### config.mk
export PLATFORM = sky130hd
export DESIGN_NAME = postfix_expression_evaluator
export DESIGN_NICKNAME = d
export VERILOG_FILES = /design/src/pfx_pkg.sv /design/src/pfx_ram.sv /design/src/pfx_alu.sv /design/src/postfix_expression_evaluator.sv
export SDC_FILE = /design/constraint.sdc
export NUM_CORES = 2
export LEC_CHECK = 0
export BUFFER_PORTS_ARGS = -buffer_cell sky130_fd_sc_hd__buf_2
export CORE_MARGIN = 1
export CORE_UTILIZATION = 58
export CTS_CLUSTER_SIZE = 8
export DETAILED_ROUTE_END_ITERATION = 16
export PLACE_DENSITY = 0.77
export SLEW_MARGIN = 20
export SYNTH_ARGS = -nofsm -noshare
export SYNTH_HDL_FRONTEND = slang
export SYNTH_SLANG_ARGS = --single-unit
### constraint.sdc
create_clock -name clk -period 4.1 [get_ports clk]
set_input_delay 0.615 -clock clk [delete_from_list [all_inputs] [get_ports clk]]
set_output_delay 0.615 -clock clk [all_outputs]
set_load 0.02 [all_outputs]
### src/pfx_pkg.sv
// Package for the postfix expression evaluator: payload structs, status codes,
// character codes and sizing constants. No dependencies.
`timescale 1ns / 1ps
`default_nettype none
package pfx_pkg;

  localparam int unsigned DataW      = 32;
  localparam int unsigned StackDepth = 16;

  localparam logic [2:0] ST_OK    = 3'd0;
  localparam logic [2:0] ST_UNDER = 3'd1;
  localparam logic [2:0] ST_OVER  = 3'd2;
  localparam logic [2:0] ST_DIVZ  = 3'd3;
  localparam logic [2:0] ST_EMPTY = 3'd4;

  localparam logic [7:0] CH_PLUS  = 8'h2B;
  localparam logic [7:0] CH_MINUS = 8'h2D;
  localparam logic [7:0] CH_MUL   = 8'h2A;
  localparam logic [7:0] CH_DIV   = 8'h2F;
  localparam logic [7:0] CH_SPACE = 8'h20;
  localparam logic [7:0] CH_ZERO  = 8'h30;
  localparam logic [7:0] CH_NINE  = 8'h39;

  typedef struct packed {
    logic [7:0] ch;
    logic       last;
  } in_req_t;

  typedef struct packed {
    logic signed [31:0] value;
    logic [2:0]         status;
  } out_req_t;

  // Control from the top level to the arithmetic unit.
  typedef struct packed {
    logic       start;
    logic [7:0] op;
  } alu_ctl_t;

  // Status from the arithmetic unit.
  typedef struct packed {
    logic busy;
    logic done;
    logic divz;
  } alu_sts_t;

endpackage
`default_nettype wire

### src/pfx_ram.sv
// Generic single-port RAM with registered read.
// No dependencies.
`timescale 1ns / 1ps
`default_nettype none
module pfx_ram #(
  parameter int unsigned WIDTH = 32,
  parameter int unsigned DEPTH = 16
) (
  input  wire logic                     clk,
  input  wire logic                     we,
  input  wire logic [$clog2(DEPTH)-1:0] addr,
  input  wire logic [WIDTH-1:0]         wdata,
  output logic      [WIDTH-1:0]         rdata
);
  logic [WIDTH-1:0] mem_r [DEPTH];

  always_ff @(posedge clk) begin
    if (we) begin
      mem_r[addr] <= wdata;
    end
    rdata <= mem_r[addr];
  end
endmodule
`default_nettype wire

### src/pfx_alu.sv
// Bit-serial arithmetic unit: shift-add multiply and restoring divide, one bit
// per cycle; add and subtract need no bit-serial steps. Depends on pfx_pkg.
`timescale 1ns / 1ps
`default_nettype none
module pfx_alu (
  input  wire logic                clk,
  input  wire logic                rst_n,
  input  wire pfx_pkg::alu_ctl_t   ctl,
  input  wire logic [31:0]         a,
  input  wire logic [31:0]         b,
  output pfx_pkg::alu_sts_t        sts,
  output logic [31:0]              result
);
  localparam logic [1:0] S_IDLE = 2'd0;
  localparam logic [1:0] S_MUL  = 2'd1;
  localparam logic [1:0] S_DIV  = 2'd2;
  localparam logic [1:0] S_FIN  = 2'd3;

  logic [1:0]  state_r, state_nxt;
  logic [4:0]  cnt_r, cnt_nxt;
  logic [31:0] acc_r, acc_nxt;     // product, or quotient bits shifted in
  logic [31:0] rem_r, rem_nxt;
  logic [31:0] sa_r, sa_nxt;       // multiplicand or dividend magnitude
  logic [31:0] sb_r, sb_nxt;       // multiplier or divisor magnitude
  logic        neg_r, neg_nxt;
  logic        divz_r, divz_nxt;
  logic [32:0] trial;
  logic [31:0] rem_sh;

  always_comb begin
    state_nxt = state_r;
    cnt_nxt   = cnt_r;
    acc_nxt   = acc_r;
    rem_nxt   = rem_r;
    sa_nxt    = sa_r;
    sb_nxt    = sb_r;
    neg_nxt   = neg_r;
    divz_nxt  = divz_r;
    rem_sh    = {rem_r[30:0], sa_r[31]};
    trial     = {1'b0, rem_sh} - {1'b0, sb_r};
    unique case (state_r)
      S_IDLE: begin
        if (ctl.start) begin
          divz_nxt = 1'b0;
          cnt_nxt  = 5'd0;
          priority if (ctl.op == pfx_pkg::CH_PLUS) begin
            acc_nxt = a + b;  state_nxt = S_FIN;
          end else if (ctl.op == pfx_pkg::CH_MINUS) begin
            acc_nxt = a - b;  state_nxt = S_FIN;
          end else if (ctl.op == pfx_pkg::CH_MUL) begin
            acc_nxt = '0; sa_nxt = a; sb_nxt = b; state_nxt = S_MUL;
          end else if (ctl.op == pfx_pkg::CH_DIV) begin
            if (b == '0) begin
              acc_nxt = '0; divz_nxt = 1'b1; state_nxt = S_FIN;
            end else begin
              sa_nxt  = a[31] ? (~a + 32'd1) : a;
              sb_nxt  = b[31] ? (~b + 32'd1) : b;
              neg_nxt = a[31] ^ b[31];
              acc_nxt = '0; rem_nxt = '0; state_nxt = S_DIV;
            end
          end else begin
            acc_nxt = '0; state_nxt = S_FIN;
          end
        end
      end
      S_MUL: begin
        if (sb_r[0]) begin
          acc_nxt = acc_r + sa_r;
        end
        sa_nxt  = {sa_r[30:0], 1'b0};
        sb_nxt  = {1'b0, sb_r[31:1]};
        cnt_nxt = cnt_r + 5'd1;
        if (cnt_r == 5'd31) begin
          state_nxt = S_FIN;
        end
      end
      S_DIV: begin
        if (!trial[32]) begin
          rem_nxt = trial[31:0];
        end else begin
          rem_nxt = rem_sh;
        end
        acc_nxt = {acc_r[30:0], ~trial[32]};
        sa_nxt  = {sa_r[30:0], 1'b0};
        cnt_nxt = cnt_r + 5'd1;
        if (cnt_r == 5'd31) begin
          state_nxt = S_FIN;
        end
      end
      S_FIN: begin
        if (neg_r) begin
          acc_nxt = ~acc_r + 32'd1;
        end
        neg_nxt   = 1'b0;
        state_nxt = S_IDLE;
      end
      default: state_nxt = S_IDLE;
    endcase
  end

  always_ff @(posedge clk) begin
    if (!rst_n) begin
      state_r <= S_IDLE;
      neg_r   <= 1'b0;
      divz_r  <= 1'b0;
    end else begin
      state_r <= state_nxt;
      neg_r   <= neg_nxt;
      divz_r  <= divz_nxt;
    end
    cnt_r <= cnt_nxt;
    acc_r <= acc_nxt;
    rem_r <= rem_nxt;
    sa_r  <= sa_nxt;
    sb_r  <= sb_nxt;
  end

  always_comb begin
    sts.busy = (state_r != S_IDLE);
    sts.done = (state_r == S_FIN);
    sts.divz = divz_r;
    result   = neg_r ? (~acc_r + 32'd1) : acc_r;
  end
endmodule
`default_nettype wire

### src/postfix_expression_evaluator.sv
// Postfix evaluator top level. A digit, a skipped character or an operator that
// underflows needs no further step; a space pushes the number; any other operator
// pops two operands, runs the unit (bit-serial for * and /, one bit a cycle) and
// pushes the result; the last character then reads the top of the stack and loads
// the result, waiting while the output register is held. One character is in work at a
// time. Synchronous active-low reset clears all control state; stack contents are
// undefined until written. Depends on pfx_pkg, pfx_alu and pfx_ram.
`timescale 1ns / 1ps
`default_nettype none
module postfix_expression_evaluator #(
  parameter int unsigned STACK_DEPTH = pfx_pkg::StackDepth
) (
  input  wire logic              clk,
  input  wire logic              rst_n,
  input  wire logic              in_valid,
  output logic                   in_stall,
  input  wire pfx_pkg::in_req_t  in_data,
  output logic                   out_valid,
  input  wire logic              out_stall,
  output pfx_pkg::out_req_t      out_data
);
  localparam int unsigned AW = $clog2(STACK_DEPTH);
  localparam int unsigned CW = $clog2(STACK_DEPTH + 1);
  localparam logic [CW-1:0] FULL = CW'(STACK_DEPTH);

  // Sequencer states.
  localparam logic [3:0] S_IDLE  = 4'd0;
  localparam logic [3:0] S_POPB  = 4'd1;  // read right operand
  localparam logic [3:0] S_POPA  = 4'd2;  // latch b, read left operand
  localparam logic [3:0] S_GETA  = 4'd3;  // latch a
  localparam logic [3:0] S_ALU   = 4'd4;
  localparam logic [3:0] S_PUSH  = 4'd5;
  localparam logic [3:0] S_TOP   = 4'd6;  // read top of stack for a result
  localparam logic [3:0] S_TOPW  = 4'd7;
  localparam logic [3:0] S_OUT   = 4'd8;  // wait for the output register

  logic [3:0]    state_r, state_nxt;
  logic [31:0]   num_r, num_nxt;
  logic [CW-1:0] cnt_r, cnt_nxt;
  logic          skip_r, skip_nxt;
  logic [2:0]    sts_r, sts_nxt;
  logic          last_r, last_nxt;
  logic [7:0]    op_r, op_nxt;
  logic [31:0]   opa_r, opa_nxt, opb_r, opb_nxt;
  logic [31:0]   pushv_r, pushv_nxt;
  logic          ov_r, ov_nxt;
  pfx_pkg::out_req_t res_r, res_nxt;
  logic          resv_r, resv_nxt;

  logic          ram_we;
  logic [AW-1:0] ram_addr;
  logic [31:0]   ram_wdata, ram_rdata;

  pfx_pkg::alu_ctl_t alu_ctl;
  pfx_pkg::alu_sts_t alu_sts;
  logic [31:0]       alu_res;

  logic accept, is_digit;
  logic [3:0] digit;

  pfx_ram #(.WIDTH(pfx_pkg::DataW), .DEPTH(STACK_DEPTH)) u_ram (
    .clk(clk), .we(ram_we), .addr(ram_addr), .wdata(ram_wdata), .rdata(ram_rdata)
  );

  pfx_alu u_alu (
    .clk(clk), .rst_n(rst_n), .ctl(alu_ctl), .a(opa_r), .b(opb_r),
    .sts(alu_sts), .result(alu_res)
  );

  // Output register slot frees when the held result is taken.
  logic out_free;
  assign out_free = !resv_r || !out_stall;
  assign in_stall = (state_r != S_IDLE);
  assign accept   = in_valid && !in_stall;
  assign is_digit = (in_data.ch >= pfx_pkg::CH_ZERO) && (in_data.ch <= pfx_pkg::CH_NINE);
  assign digit    = 4'(in_data.ch - pfx_pkg::CH_ZERO);

  always_comb begin
    state_nxt = state_r;
    num_nxt   = num_r;
    cnt_nxt   = cnt_r;
    skip_nxt  = skip_r;
    sts_nxt   = sts_r;
    last_nxt  = last_r;
    op_nxt    = op_r;
    opa_nxt   = opa_r;
    opb_nxt   = opb_r;
    pushv_nxt = pushv_r;
    ov_nxt    = ov_r;
    res_nxt   = res_r;
    resv_nxt  = resv_r && out_stall;
    ram_we    = 1'b0;
    ram_addr  = cnt_r[AW-1:0];
    ram_wdata = pushv_r;
    alu_ctl.start = 1'b0;
    alu_ctl.op    = op_r;

    unique case (state_r)
      S_IDLE: begin
        if (accept) begin
          last_nxt  = in_data.last;
          state_nxt = in_data.last ? S_TOP : S_IDLE;
          if (skip_r) begin
            skip_nxt = 1'b0;
          end else if (is_digit) begin
            // Multiply by ten as two shifts and an add.
            num_nxt = {num_r[28:0], 3'b000} + {num_r[30:0], 1'b0} + 32'(digit);
          end else if (in_data.ch == pfx_pkg::CH_SPACE) begin
            pushv_nxt = num_r;
            num_nxt   = '0;
            state_nxt = S_PUSH;
          end else begin
            skip_nxt = 1'b1;
            if (cnt_r < CW'(2)) begin
              if (sts_r == pfx_pkg::ST_OK) begin
                sts_nxt = pfx_pkg::ST_UNDER;
              end
            end else begin
              op_nxt    = in_data.ch;
              cnt_nxt   = cnt_r - CW'(1);
              state_nxt = S_POPB;
            end
          end
        end
      end
      S_POPB: begin
        cnt_nxt   = cnt_r - CW'(1);
        state_nxt = S_POPA;
      end
      S_POPA: begin
        opb_nxt   = ram_rdata;
        state_nxt = S_GETA;
      end
      S_GETA: begin
        opa_nxt       = ram_rdata;
        state_nxt     = S_ALU;
      end
      S_ALU: begin
        // Start the unit once, on the first cycle in this state.
        alu_ctl.start = !ov_r && !alu_sts.busy;
        ov_nxt        = 1'b1;
        if (alu_sts.done) begin
          ov_nxt    = 1'b0;
          pushv_nxt = alu_res;
          if (alu_sts.divz && (sts_r == pfx_pkg::ST_OK)) begin
            sts_nxt = pfx_pkg::ST_DIVZ;
          end
          state_nxt = S_PUSH;
        end
      end
      S_PUSH: begin
        if (cnt_r >= FULL) begin
          if (sts_r == pfx_pkg::ST_OK) begin
            sts_nxt = pfx_pkg::ST_OVER;
          end
        end else begin
          ram_we  = 1'b1;
          cnt_nxt = cnt_r + CW'(1);
        end
        state_nxt = last_r ? S_TOP : S_IDLE;
      end
      S_TOP: begin
        ram_addr  = AW'(cnt_r - CW'(1));
        state_nxt = S_TOPW;
      end
      S_TOPW: begin
        ram_addr  = AW'(cnt_r - CW'(1));
        state_nxt = S_OUT;
      end
      S_OUT: begin
        // Keep reading the top entry so the read data holds while waiting.
        ram_addr = AW'(cnt_r - CW'(1));
        if (out_free) begin
          res_nxt.value  = (cnt_r != '0) ? ram_rdata : '0;
          res_nxt.status = ((cnt_r == '0) && (sts_r == pfx_pkg::ST_OK)) ?
                           pfx_pkg::ST_EMPTY : sts_r;
          resv_nxt  = 1'b1;
          num_nxt   = '0;
          cnt_nxt   = '0;
          skip_nxt  = 1'b0;
          sts_nxt   = pfx_pkg::ST_OK;
          last_nxt  = 1'b0;
          state_nxt = S_IDLE;
        end
      end
      default: state_nxt = S_IDLE;
    endcase
  end

  always_ff @(posedge clk) begin
    if (!rst_n) begin
      state_r <= S_IDLE;
      num_r   <= '0;
      cnt_r   <= '0;
      skip_r  <= 1'b0;
      sts_r   <= pfx_pkg::ST_OK;
      last_r  <= 1'b0;
      ov_r    <= 1'b0;
      resv_r  <= 1'b0;
    end else begin
      state_r <= state_nxt;
      num_r   <= num_nxt;
      cnt_r   <= cnt_nxt;
      skip_r  <= skip_nxt;
      sts_r   <= sts_nxt;
      last_r  <= last_nxt;
      ov_r    <= ov_nxt;
      resv_r  <= resv_nxt;
    end
    op_r    <= op_nxt;
    opa_r   <= opa_nxt;
    opb_r   <= opb_nxt;
    pushv_r <= pushv_nxt;
    res_r   <= res_nxt;
  end

  assign out_valid = resv_r;
  assign out_data  = res_r;

  // The stack never holds more entries than its depth.
  a_cnt_bound: assert property (@(posedge clk) disable iff (!rst_n)
    cnt_r <= FULL) else $error("stack count beyond depth");

  // A new result is only loaded in the output stage.
  a_res_src: assert property (@(posedge clk) disable iff (!rst_n)
    (resv_nxt && !(resv_r && out_stall)) |-> state_r == S_OUT)
    else $error("result loaded outside output stage");

  // Input is never taken while an operator is in flight.
  a_no_accept_busy: assert property (@(posedge clk) disable iff (!rst_n)
    (state_r == S_ALU) |-> in_stall) else $error("accept during arithmetic");
endmodule
`default_nettype wire
==> flow_summary.yaml <==
route:
  routedWlPerCell_um: 28.9
  first_pass_iters: 6
  routed-via-count: 30100
  remaining_drc_errors: 0
  drt-initial-drc-count: 3769
  routed_wl_mm: 129
  avgViaCountPerCell: 6.75
  number_of_nets_with_antenna_violations_after_detailed_routing: 0
setup_path:
  worstReg2RegEnd: "u_alu.acc_r[23]"
  critPathMostFrequentCell: "buf_4"
  cp-end-kind: "register"
  cp_cell_sequence: "inv_1, ha_1, or4_1, a2111oi_2, buf_4, o2111ai_1, a31oi_1, a211oi_1, xnor2_1, a221oi_1, buf_4, a21oi_1"
  r2r_setup_slack_ns: 0.23
  startpoint_type: "register"
  cp_data_required_time_ns: 4.48
  r2r_cells: 12
  crit-reg2reg-launch: "opb_r[9]"
  cp_slowest_stage_delay_ns: 0.61
  crit_buf_inv: 3
  critical_path_peak_fanout: 4
  timing.critical_path.max_delay_family: "compound AO/OA/AOI/OAI gates"
  timing.critical_path.arrival_ns: 4.25
  worst-setup-path-type: "reg -> reg"
  worst_path_max_delay_cell: "or4_1"
place:
  port_buffers: 49
  gpl.final_weighted_congestion: 0.970
  hpwl_mm: 82.0
sta:
  final_min_period_over_clock_period_pct: 94.4
  fin_hold_ws_ns: 0.125
  final.min_clock_period_ns: 3.87
  grt_setup_unrepaired: "no"
  maxClockFrequency_mhz: 258
  skew_ns: 0.0628
  finalSetupViolations: 0
  worst_max_slew_pin_slew_ns: 0.964
  sum_neg_setup_slack_ns: 0
  final_hold_viol_count: 0
  drv_slew: 0
  timing.slew.headroom_pct: 35.5
layout:
  num-nets-final: 3623
  num-fill-cells: 5021
  diodes: 0
  post_route_cells_drive_above_1_share_pct: 15.5
  areaGrowthSynthToFinish_pct: 13.0
run:
  max-cap-violations: 0
floorplan:
  ports_placed_on_the_boundary: 50
  design.die.area_mm2: 0.0757
  floorplan.initialDensity_pct: 58.9
  design.core.area_mm2: 0.0735
  die_w_um: 275
  die-height_um: 275
  site_row_count: 99
logic_synthesis:
  syn-instance-count: 3286
  ys_dominant_reg_cell: "edfxtp_1"
  synthesis.yosys.warnings: 0
  synth-edff-count: 783
  synth.yosys.seq_area_share_pct: 58.2
  synthArstFlopShare_pct: 0
  postSynthRegisterBits: 866
  postSynthNetCount: 3501
  yosys.cell_types.count: 83
  post_synth.cell_area_avg_um2: 13.2
  syn-cell-area_mm2: 0.0433
worst_hold_path:
  whs_path_depth: 1
  hold_end: "op_r[5]"
  min_path_type: "in -> reg"
  hp-start: "in_data[6]"
power_and_ir_drop:
  power_per_cell_area_mw_per_mm2: 677
  vdd.ir_drop.worst_v: 0.000565
  power_leakage_nw: 17.3
grt:
  grt_pass1_wl_mm: 190
  grt-ovfl-total: 0
  grt_usage_pct: 34.2
  antenna_violations_before_repair: 6
  grt_pass1_vias: 29900
  pin_count_of_the_biggest_net_entering_global_routing: 77
clock_tree:
  cts_tree: "built"
  cts-resized-gates: 0
  cts-buffers-inserted: 118
  clock_sinks: 866
  cts_hold_repair.buffers: 0
  clk-insertion-delay-late_ns: 0.70
  clk_pin_slew_worst_paths_ns: 0.06
  h_tree_levels: 3
  cts.repair_timing.setup_buffer_count: 0
  clockRootBuffer: "clkbuf_16"
  buffer_levels_on_the_longest_clock_path: 3
run_status:
  run_status: "finished clean"
[power breakdown]
group          leakage (nW)  internal [mW]  switching (mW)  total [mW]
logic                  7.85           4.56            7.01        11.6
registers              7.79           11.0            1.28        12.3
clock network          1.64           5.44            3.83        9.27
[registers in the layout, summed over array words and instances (netlist names), 31 cells and up]
name	flops
u_ram.mem_r	512
out_data	35
num_r	32
opa_r	32
opb_r	32
pushv_r	32
u_alu.acc_r	32
u_alu.sa_r	32
u_alu.sb_r	32
u_ram.rdata	32
u_alu.rem_r	31
[cell usage after synthesis (22+ instances only)]
cell type	n	area share, %
a21boi_0	31	0.54
mux4_2	160	8.3
nor2b_1	53	0.77
dfxtp_1	83	3.8
nor3_1	47	0.54
a21o_1	55	0.95
o21a_1	26	0.45
xor2_1	46	0.93
nand3_1	43	0.50
a221o_1	24	0.56
nand2b_1	29	0.42
a21oi_1	203	2.3
o21bai_1	27	0.47
o31ai_1	28	0.49
a31oi_1	32	0.46
o21ai_0	198	2.3
edfxtp_1	783	54
nor2_1	189	1.6
a22oi_1	22	0.38
ha_1	196	5.7
nand4_1	22	0.32
xnor2_1	128	2.6
clkbuf_1	124	1.1
mux2_2	29	0.75
nand2_1	249	2.2
inv_1	134	1.2
a211oi_1	24	0.42
[metal layers]
layer | vias up | track usage, % | routed length (um)
met5 | - | 0 | 12
met4 | 2 | 17.1 | 7110
met3 | 356 | 6.31 | 12100
met2 | 1867 | 56.4 | 62200
met1 | 14900 | 43.5 | 47400
li1 | 13000 | - | -
[worst max path at each step]
stage,start,end,slack [ns],cells after the start
floorplan,state_r[1],u_ram.mem_r[11][0],-0.18,10
global placement,opa_r[7],u_alu.acc_r[23],0.15,11
detailed placement,opb_r[9],u_alu.acc_r[23],0.08,12
CTS,opb_r[2],u_alu.acc_r[23],0.02,13
global route,opa_r[0],u_alu.acc_r[28],0.004,15
finish,opb_r[9],u_alu.acc_r[23],0.23,12
[kinds of logic (layout without fill, tap and decap cells)]
| kind of cell | count (synthesis) | after routing | synth area share (%) |
|---|---|---|---|
| multiplexers | 202 | 202 | 9.38 |
| XOR/XNOR | 174 | 174 | 3.52 |
| adder cells (fa/ha/maj) | 202 | 202 | 5.94 |
| AO/OA/AOI/OAI | 830 | 830 | 12.5 |
| buffers and inverters | 281 | 498 | 2.49 |
| flip-flops | 866 | 866 | 58.2 |
| AND/OR/NAND/NOR | 731 | 731 | 8.02 |
[stage by stage]
step / area, um2 / instances / power [mW] / utilization [%] / setup slack, ns
detailed placement: 45400 / 4247 / 23.5 / 61.8 / 0.0824
global placement: 45400 / 4247 / 23.3 / 61.8 / 0.154
finish: 48900 / 4462 / 33.1 / 66.6 / 0.231
global route: 48900 / 4462 / 34.4 / 66.6 / 0.00389
CTS: 48900 / 4462 / 32.9 / 66.6 / 0.0199
floorplan: 43300 / 3286 / 19.7 / - / -0.175
[cell type report]
class                      instances  area (um2)  share of cell area (%)
tap                              959        1200                    2.45
clock inverter                     6         159                   0.325
timing repair buffer             148        1230                    2.51
inverter                         135         507                    1.04
multi-input combinational       2139       17300                    35.4
clock buffer                     209        3330                    6.80
sequential                       866       25200                    51.5
[cells in the final DEF (no fill, tap or decap), types with 51 or more instances in the layout]
master	instances
inv_1	134
nor2_1	169
ha_1	192
mux4_2	160
buf_4	80
clkbuf_1	89
nand2_1	249
a21oi_1	200
o21ai_0	196
dfxtp_1	83
nor2b_1	51
clkbuf_16	119
a21o_1	55
xnor2_1	127
edfxtp_1	783
No activity file was read; power rests on OpenSTA's default activity.
